File: config.mk
export PLATFORM = sky130hd
export DESIGN_NAME = base64_key_decoder_validator_top
export DESIGN_NICKNAME = d
export VERILOG_FILES = /design/src/b64kd_pkg.sv /design/src/b64kd_digit_map.sv /design/src/b64kd_decode.sv /design/src/base64_key_decoder_validator_top.sv
export SDC_FILE = /design/constraint.sdc
export NUM_CORES = 1
export LEC_CHECK = 0
export BUFFER_PORTS_ARGS = -buffer_cell sky130_fd_sc_hd__buf_4
export CORE_AREA = 2 2 85 87
export CTS_CLUSTER_DIAMETER = 30
export CTS_CLUSTER_SIZE = 25
export DETAILED_ROUTE_END_ITERATION = 10
export DIE_AREA = 0 0 87 89
export GPL_TIMING_DRIVEN = 0
export SLEW_MARGIN = 20
export SYNTH_ARGS = -nofsm -noshare
export SYNTH_HDL_FRONTEND = slang
export SYNTH_HIERARCHICAL = 1
export SYNTH_SLANG_ARGS = --single-unit
File: constraint.sdc
create_clock -name aclk -period 9.1 [get_ports aclk]
set_input_delay 0 -clock aclk [delete_from_list [all_inputs] [get_ports aclk]]
set_output_delay 0 -clock aclk [all_outputs]
set_load 0.02 [all_outputs]
File: src/b64kd_pkg.sv
// Shared types and constants for the base64 key decoder and validator.
// No dependencies; used by every module in src/.
package b64kd_pkg;

    localparam int KEY_TEXT_LEN = 44;   // characters in a canonical key text
    localparam int KEY_DIGITS   = 43;   // characters that carry digits
    localparam int KEY_BYTES    = 32;   // decoded key length
    localparam int POS_MAX      = 63;   // position counter saturates here

    localparam logic [7:0] CHAR_PAD   = 8'h3D;  // '='
    localparam logic [7:0] CHAR_PLUS  = 8'h2B;  // '+'
    localparam logic [7:0] CHAR_SLASH = 8'h2F;  // '/'
    localparam logic [7:0] CHAR_UC_A  = 8'h41;  // 'A'
    localparam logic [7:0] CHAR_UC_Z  = 8'h5A;  // 'Z'
    localparam logic [7:0] CHAR_LC_A  = 8'h61;  // 'a'
    localparam logic [7:0] CHAR_LC_Z  = 8'h7A;  // 'z'
    localparam logic [7:0] CHAR_NUM_0 = 8'h30;  // '0'
    localparam logic [7:0] CHAR_NUM_9 = 8'h39;  // '9'

    localparam logic [5:0] DIGIT_LC_BASE  = 6'd26;
    localparam logic [5:0] DIGIT_NUM_BASE = 6'd52;
    localparam logic [5:0] DIGIT_PLUS     = 6'd62;
    localparam logic [5:0] DIGIT_SLASH    = 6'd63;

    typedef enum logic [2:0] {
        VERDICT_OK         = 3'd0,
        VERDICT_BAD_LENGTH = 3'd1,
        VERDICT_NO_PAD     = 3'd2,
        VERDICT_BAD_DIGIT  = 3'd3,
        VERDICT_SPARE_BITS = 3'd4,
        VERDICT_ALL_ZERO   = 3'd5
    } verdict_t;

    typedef struct packed {
        logic       legal;
        logic [5:0] value;
    } digit_t;

    typedef struct packed {
        logic       has_byte;
        logic [7:0] key_byte;
        logic       done_res;
        verdict_t   verdict;
    } result_t;

endpackage

File: src/b64kd_digit_map.sv
// Base64 alphabet lookup: ASCII character to 6-bit digit plus legal flag.
// Depends on b64kd_pkg.
module b64kd_digit_map (
    input  logic [7:0]        character,
    output b64kd_pkg::digit_t digit
);

    always_comb begin
        digit.legal = 1'b1;
        digit.value = '0;
        if (character >= b64kd_pkg::CHAR_UC_A && character <= b64kd_pkg::CHAR_UC_Z) begin
            digit.value = 6'(character - b64kd_pkg::CHAR_UC_A);
        end else if (character >= b64kd_pkg::CHAR_LC_A
                     && character <= b64kd_pkg::CHAR_LC_Z) begin
            digit.value = 6'(character - b64kd_pkg::CHAR_LC_A) + b64kd_pkg::DIGIT_LC_BASE;
        end else if (character >= b64kd_pkg::CHAR_NUM_0
                     && character <= b64kd_pkg::CHAR_NUM_9) begin
            digit.value = 6'(character - b64kd_pkg::CHAR_NUM_0) + b64kd_pkg::DIGIT_NUM_BASE;
        end else if (character == b64kd_pkg::CHAR_PLUS) begin
            digit.value = b64kd_pkg::DIGIT_PLUS;
        end else if (character == b64kd_pkg::CHAR_SLASH) begin
            digit.value = b64kd_pkg::DIGIT_SLASH;
        end else begin
            digit.legal = 1'b0;   // shifted in as zero
        end
    end

endmodule

File: src/b64kd_decode.sv
// Decode state and per-character step: bit packing, byte extraction, verdict.
// Depends on b64kd_pkg and b64kd_digit_map.
module b64kd_decode (
    input  logic                 aclk,
    input  logic                 aresetn,
    input  logic                 step,        // consume the presented character
    input  logic [7:0]           character,
    input  logic                 last,
    output b64kd_pkg::result_t   result       // result for the presented character
);

    logic [5:0]  pos_reg, pos_next;
    logic [11:0] acc_reg, acc_next;
    logic [3:0]  pend_reg, pend_next;
    logic [5:0]  bytes_reg, bytes_next;
    logic        derr_reg, derr_next;
    logic        nz_reg, nz_next;

    b64kd_pkg::digit_t digit;
    logic [3:0]        pend_sum;
    logic [11:0]       acc_shifted;
    logic [7:0]        byte_val;
    logic              has_byte;
    logic [5:0]        count;

    b64kd_digit_map u_digit_map (
        .character (character),
        .digit     (digit)
    );

    always_comb begin
        acc_next    = acc_reg;
        pend_next   = pend_reg;
        bytes_next  = bytes_reg;
        derr_next   = derr_reg;
        nz_next     = nz_reg;
        has_byte    = 1'b0;
        byte_val    = '0;
        pend_sum    = pend_reg + 4'd6;
        acc_shifted = {acc_reg[5:0], digit.value};

        if (pos_reg < 6'(b64kd_pkg::KEY_DIGITS)) begin
            acc_next = acc_shifted;
            if (!digit.legal) begin
                derr_next = 1'b1;
            end
            if (pend_sum >= 4'd8) begin
                pend_next = pend_sum - 4'd8;
                byte_val  = 8'(acc_shifted >> pend_next);
                has_byte  = 1'b1;
                if (bytes_reg < 6'(b64kd_pkg::POS_MAX)) begin
                    bytes_next = bytes_reg + 6'd1;
                end
                if (byte_val != 8'd0) begin
                    nz_next = 1'b1;
                end
            end else begin
                pend_next = pend_sum;
            end
        end

        count = (pos_reg < 6'(b64kd_pkg::POS_MAX)) ? pos_reg + 6'd1 : pos_reg;
        pos_next = count;

        result.has_byte = has_byte;
        result.key_byte = byte_val;
        result.done_res = last;
        result.verdict  = b64kd_pkg::VERDICT_OK;
        if (last) begin
            if (count != 6'(b64kd_pkg::KEY_TEXT_LEN)) begin
                result.verdict = b64kd_pkg::VERDICT_BAD_LENGTH;
            end else if (character != b64kd_pkg::CHAR_PAD) begin
                result.verdict = b64kd_pkg::VERDICT_NO_PAD;
            end else if (derr_next) begin
                result.verdict = b64kd_pkg::VERDICT_BAD_DIGIT;
            end else if (bytes_next != 6'(b64kd_pkg::KEY_BYTES) || acc_next[1:0] != 2'b00) begin
                result.verdict = b64kd_pkg::VERDICT_SPARE_BITS;
            end else if (!nz_next) begin
                result.verdict = b64kd_pkg::VERDICT_ALL_ZERO;
            end
            // back to reset state after the verdict
            pos_next   = '0;
            acc_next   = '0;
            pend_next  = '0;
            bytes_next = '0;
            derr_next  = 1'b0;
            nz_next    = 1'b0;
        end
    end

    always_ff @(posedge aclk) begin
        if (!aresetn) begin
            pos_reg   <= '0;
            acc_reg   <= '0;
            pend_reg  <= '0;
            bytes_reg <= '0;
            derr_reg  <= 1'b0;
            nz_reg    <= 1'b0;
        end else if (step) begin
            pos_reg   <= pos_next;
            acc_reg   <= acc_next;
            pend_reg  <= pend_next;
            bytes_reg <= bytes_next;
            derr_reg  <= derr_next;
            nz_reg    <= nz_next;
        end
    end

    a_reset_after_last: assert property (@(posedge aclk) disable iff (!aresetn)
        step && last |=> pos_reg == 6'd0 && bytes_reg == 6'd0 && pend_reg == 4'd0)
        else $error("decode state not cleared after last character");

    a_pend_even: assert property (@(posedge aclk) disable iff (!aresetn)
        pend_reg == 4'd0 || pend_reg == 4'd2 || pend_reg == 4'd4 || pend_reg == 4'd6)
        else $error("pending bit count out of range");

    a_bytes_bound: assert property (@(posedge aclk) disable iff (!aresetn)
        bytes_reg <= 6'(b64kd_pkg::KEY_BYTES))
        else $error("more key bytes than a key holds");

    a_nonzero_needs_byte: assert property (@(posedge aclk) disable iff (!aresetn)
        step && !last && $rose(nz_reg) == 1'b0 && !nz_reg |=> !nz_reg || $past(has_byte))
        else $error("nonzero flag set without a byte");

endmodule

File: src/base64_key_decoder_validator_top.sv
// Top level of the base64 256-bit key decoder and validator.
// Depends on b64kd_pkg and b64kd_decode (which uses b64kd_digit_map).
//
//  channel  | dir | tdata                          | tuser     | tlast
//  ---------+-----+--------------------------------+-----------+----------
//  s_ (in)  | in  | [7:0] character                | -         | last char
//  m_ (out) | out | [7:0] key_byte, [10:8] verdict | has_byte  | done_res
//
// One character per cycle unless a result-producing character waits on a stalled
// result register; requests pass the input register, then the result register, to m_.
// A character that yields neither a byte nor a verdict produces no result.
// A stalled result register only blocks the input register when the waiting
// character would produce a result; decode state advances as each character
// leaves the input register. Reset (aresetn low, synchronous) empties both
// registers and clears the decode state; no clearing pass is needed.
module base64_key_decoder_validator_top (
    input  logic        aclk,
    input  logic        aresetn,
    input  logic        s_tvalid,
    output logic        s_tready,
    input  logic [7:0]  s_tdata,     // [7:0] character
    input  logic        s_tlast,     // last
    output logic        m_tvalid,
    input  logic        m_tready,
    output logic [15:0] m_tdata,     // [7:0] key_byte, [10:8] verdict, [15:11] zero
    output logic        m_tuser,     // has_byte
    output logic        m_tlast      // done_res
);

    // input register
    logic       in_valid_reg, in_valid_next;
    logic [7:0] in_char_reg;
    logic       in_last_reg;

    // result register
    logic                out_valid_reg, out_valid_next;
    b64kd_pkg::result_t  out_res_reg;

    b64kd_pkg::result_t  res;
    logic                produces;
    logic                advance;
    logic                out_free;

    b64kd_decode u_decode (
        .aclk      (aclk),
        .aresetn   (aresetn),
        .step      (advance),
        .character (in_char_reg),
        .last      (in_last_reg),
        .result    (res)
    );

    // a request produces a result when it carries a byte or a verdict
    assign produces = res.has_byte || res.done_res;
    assign out_free = !out_valid_reg || m_tready;
    assign advance  = in_valid_reg && (!produces || out_free);
    assign s_tready = !in_valid_reg || advance;

    always_comb begin
        in_valid_next = in_valid_reg;
        if (s_tvalid && s_tready) begin
            in_valid_next = 1'b1;
        end else if (advance) begin
            in_valid_next = 1'b0;
        end

        out_valid_next = out_valid_reg;
        if (advance && produces) begin
            out_valid_next = 1'b1;
        end else if (m_tready) begin
            out_valid_next = 1'b0;
        end
    end

    always_ff @(posedge aclk) begin
        if (!aresetn) begin
            in_valid_reg  <= 1'b0;
            out_valid_reg <= 1'b0;
        end else begin
            in_valid_reg  <= in_valid_next;
            out_valid_reg <= out_valid_next;
        end
    end

    always_ff @(posedge aclk) begin
        if (s_tvalid && s_tready) begin
            in_char_reg <= s_tdata;
            in_last_reg <= s_tlast;
        end
        if (advance && produces) begin
            out_res_reg <= res;
        end
    end

    assign m_tvalid = out_valid_reg;
    assign m_tdata  = {5'd0, out_res_reg.verdict, out_res_reg.key_byte};
    assign m_tuser  = out_res_reg.has_byte;
    assign m_tlast  = out_res_reg.done_res;

    a_no_empty_result: assert property (@(posedge aclk) disable iff (!aresetn)
        m_tvalid && !m_tlast |-> m_tuser)
        else $error("result carries neither byte nor verdict");

    a_verdict_only_on_last: assert property (@(posedge aclk) disable iff (!aresetn)
        m_tvalid && !m_tlast |-> m_tdata[10:8] == b64kd_pkg::VERDICT_OK)
        else $error("verdict set on a non-final result");

    a_no_overwrite: assert property (@(posedge aclk) disable iff (!aresetn)
        out_valid_reg && !m_tready |-> !(advance && produces))
        else $error("pending result overwritten");

endmodule

==> results list <==
- The run finished with clean final reports.
- The clock reaches the later pin of the worst-skew pair after 300 ps.
* Largest net degree at the start of global routing: 16
- Of the synthesized area, sequential elements account for 0.388.
* Sequential share of power: 0.534
- Overall Power: 438 µW
- Slowest library cell on the worst path: sky130_fd_sc_hd__mux4_2
- Vias: 2429
- Post CTS Setup Buffer Count: 0
- For the final database, setup skew stands at 5.87 ps.
- Clock net sink count: 47
- Final worst path period share: 0.429
* Combinational share of power: 0.178
- Share of Yosys cell area claimed by the top area cell type: 0.221
* Nets: 372
- Count of fill cells added during filler insertion: 625
* Detail-routed net length per standard cell: 15.6 µm
* Number of DRC markers after the initial detailed-route iteration: 106
* Cell Rows: 30
* Final standard cell area without fillers: 3520 µm²
- Total Die Area: 7740 µm²
- The register with the most flip-flops in the layout has 11 of them.
- The synthesized netlist contains 74 unique library cells.
- Post-detailed-placement cell area: 3320 µm²
- Cell leakage power: 1.35 nW
- Number of standard cells after synthesis: 297
- The worst pin sits at a relative slew slack of 0.390.
- In this run, CTS created clock tree buffers numbering 5.
* Placer Congestion: 0.853
- Kind of cell adding the most delay to the critical path: compound AO/OA/AOI/OAI gates
- Hold Fails Final Rpt: 0
- The critical path is of the flip-flop to flip-flop type.
* Max rail drop VDD: 0.0624 mV
* Non-filler cells in the finished layout: 428
- By area the synthesized netlist is led by sky130_fd_sc_hd__edfxtp_1, sky130_fd_sc_hd__dfxtp_1, sky130_fd_sc_hd__ha_1, sky130_fd_sc_hd__mux4_2, sky130_fd_sc_hd__nor2b_1.
- Synthesized area per cell: 10.1 µm²
* Horiz. Die Dim: 87 µm
- The repair_antennas step left the layout with diodes totalling 0.
- The worst setup path is launched from a flip-flop.
- Cell taking the most area after synthesis: sky130_fd_sc_hd__edfxtp_1
- The first global-routing pass estimated 11.1 mm of wire.
- Gates resized during post-CTS repair numbered 0.
* Remaining number of nets flagged by the antenna check after routing: 0
* Number of global-route vias before repair: 2267
- Classification of the worst-slack hold path: input port to flip-flop
- 33 I/O pins were placed.
- The routed design has 6.68 mm of wire.
- Placeable core region: 6720 µm²
- Cell internal power was estimated by the tool at 317 µW.
- CP Buf/Inv Count: 2
- Counting along the longest clock path gives a buffer depth of 2.
- Cell Area, Synth: 3000 µm²
* Initial Util: 0.446
- Initial antenna violation count: 0
- During synthesis, Yosys emitted a total of 6 warnings.
* Count of flip-flops with a built-in enable after synthesis: 22
- Dividing total power by cell area gives a power density of 124 nW/µm².
* Net Sw Power: 122 µW
* Cell at the root of the clock tree: sky130_fd_sc_hd__clkbuf_8
- Number of remaining DRC errors: 0
- Number of iterations in the first detailed-routing pass: 4
* Clock power frac: 0.289
- Number of maximum-capacitance constraint violations: 0
- Synthesis inferred 47 register bits.
- Across every metal layer, demand over resource in global routing totals 0.182.
* Delay of the slowest cell on the worst path: 500 ps
- Relative to the synthesized area, the layout overhead comes to 17.7%.
- Setup repair after global routing missed its margin: no
- Buffers inserted to repair hold after CTS numbered 12.
- TNS Setup: 0 ps
- Synth Flop Type: sky130_fd_sc_hd__dfxtp_1
- Max frequency: 256 MHz
- Ranked by instance count, the synthesized netlist is headed by sky130_fd_sc_hd__dfxtp_1, sky130_fd_sc_hd__nor2_1, sky130_fd_sc_hd__edfxtp_1.
- The number of placed instances, taps included, is 408.
- Setup-failing EPs final: 0
- In the synthesized netlist the async set-or-reset flop fraction comes to 0.
* Critical Path, Cell by Cell: buf_4 > inv_1 > ha_1 > a21o_1 > a31oi_1 > and3_4 > a221o_1 > a21bo_1 > mux4_2 > a221oi_1 > nand4_1 > a21oi_1 > nand4_1 > a31oi_1
- Switching Share: 0.277
- STA classifies the critical path endpoint as a flip-flop.
* Arrival @ worst endpoint: 4020 ps
* WP data required: 9220 ps
- H-tree depth reported by CTS: 2
* Share of final-layout standard cells stronger than drive strength 1: 0.236
- Avg Vias per Cell: 5.68
- Leftover overflow at the end of global routing: 0
* Vertical extent of the die: 89 µm
- After legalization and detailed placement, the total HPWL measured 4.81 mm.
- The number of max-slew violations in the final report is 0.
- Clock-pin transition on the worst setup and hold timing paths: 90 ps
- TritonCTS clock tree: yes
- Transition time of the tightest slew-check pin: 913 ps
- Input/output buffers: 27
* Shortest clock period the worst path allows after layout: 3900 ps
* Maximum net fanout on the critical path: 8
[logic make-up after synthesis]
family          count (synthesis)  share of synthesized area
buf+inv                        30                     0.0547
other cells                     1                    0.00125
flops                          47                      0.388
fa+ha+maj                      12                     0.0501
simple gates                  114                      0.221
compound gates                 79                      0.206
xor+xnor                        3                     0.0150
mux                            11                     0.0635
[layout make-up]
type	instances	area, µm²	share of cell area
Clock inverter	3	18.8	0.00532
Inverter	14	66.3	0.0188
Tap cell	80	100	0.0284
Timing Repair Buffer	39	323	0.0916
Multi-Input combinational cell	224	1690	0.479
Buffer	16	97.6	0.0277
Clock buffer	5	68.8	0.0195
Sequential cell	47	1160	0.329
[worst min-delay path, stage by stage]
cell	delay, ps
sky130_fd_sc_hd__buf_4	70
sky130_fd_sc_hd__nand2b_4	140
sky130_fd_sc_hd__a21oi_1	60
[cell usage in the layout, fill, tap and decap left out, drive strengths merged, types with 4 or more instances in the layout]
cell type / count
dfxtp: 25
buf: 39
clkbuf: 9
nand3: 6
nor2: 25
a22oi: 13
edfxtp: 22
a221oi: 4
a31oi: 5
nand2: 16
ha: 12
nor3: 8
nor2b: 19
a21oi: 12
mux4: 6
dlygate4sd3: 12
conb: 5
o21ai: 15
and2: 9
and3: 9
mux2: 4
inv: 13
[routing by layer]
metal  part of all wire  vias up  GRT usage
met2               0.49       62      0.314
met5                  0        -          0
met4              0.013        0     0.0668
met1               0.46     1149      0.231
met3              0.036        6     0.0286
li1                   -     1212          -
[power by group through the flow]
stage | combinational, mW | clock, mW | sequential (mW)
finish | 0.0779 | 0.126 | 0.234
global route | 0.0845 | 0.142 | 0.235
CTS | 0.0778 | 0.132 | 0.234
detailed placement | 0.0733 | 0 | 0.239
global placement | 0.0727 | 0 | 0.239
floorplan | 0.0512 | 0 | 0.240
[path summary, 6_finish.rpt]
path         slack [ps]             from         endpoint  cells after the start
min                  20         m_tready         m_tvalid                      3
min reg2reg         500  u_decode/nz_reg  u_decode/nz_reg                      2
max reg2reg        5200   in_char_reg[2]       m_tdata[8]                     14
max                5200   in_char_reg[2]       m_tdata[8]                     14
[stage by stage]
step	hold slack, ps	setup WS [ps]	util
final	18.7	5200	0.525
after global routing	8.67	4950	0.525
after CTS	5.75	5240	0.525
after detailed placement	180	5280	0.494
after global placement	179	5280	0.493
after floorplan	98.9	5840	-
Power figures use the tool's default switching activity.
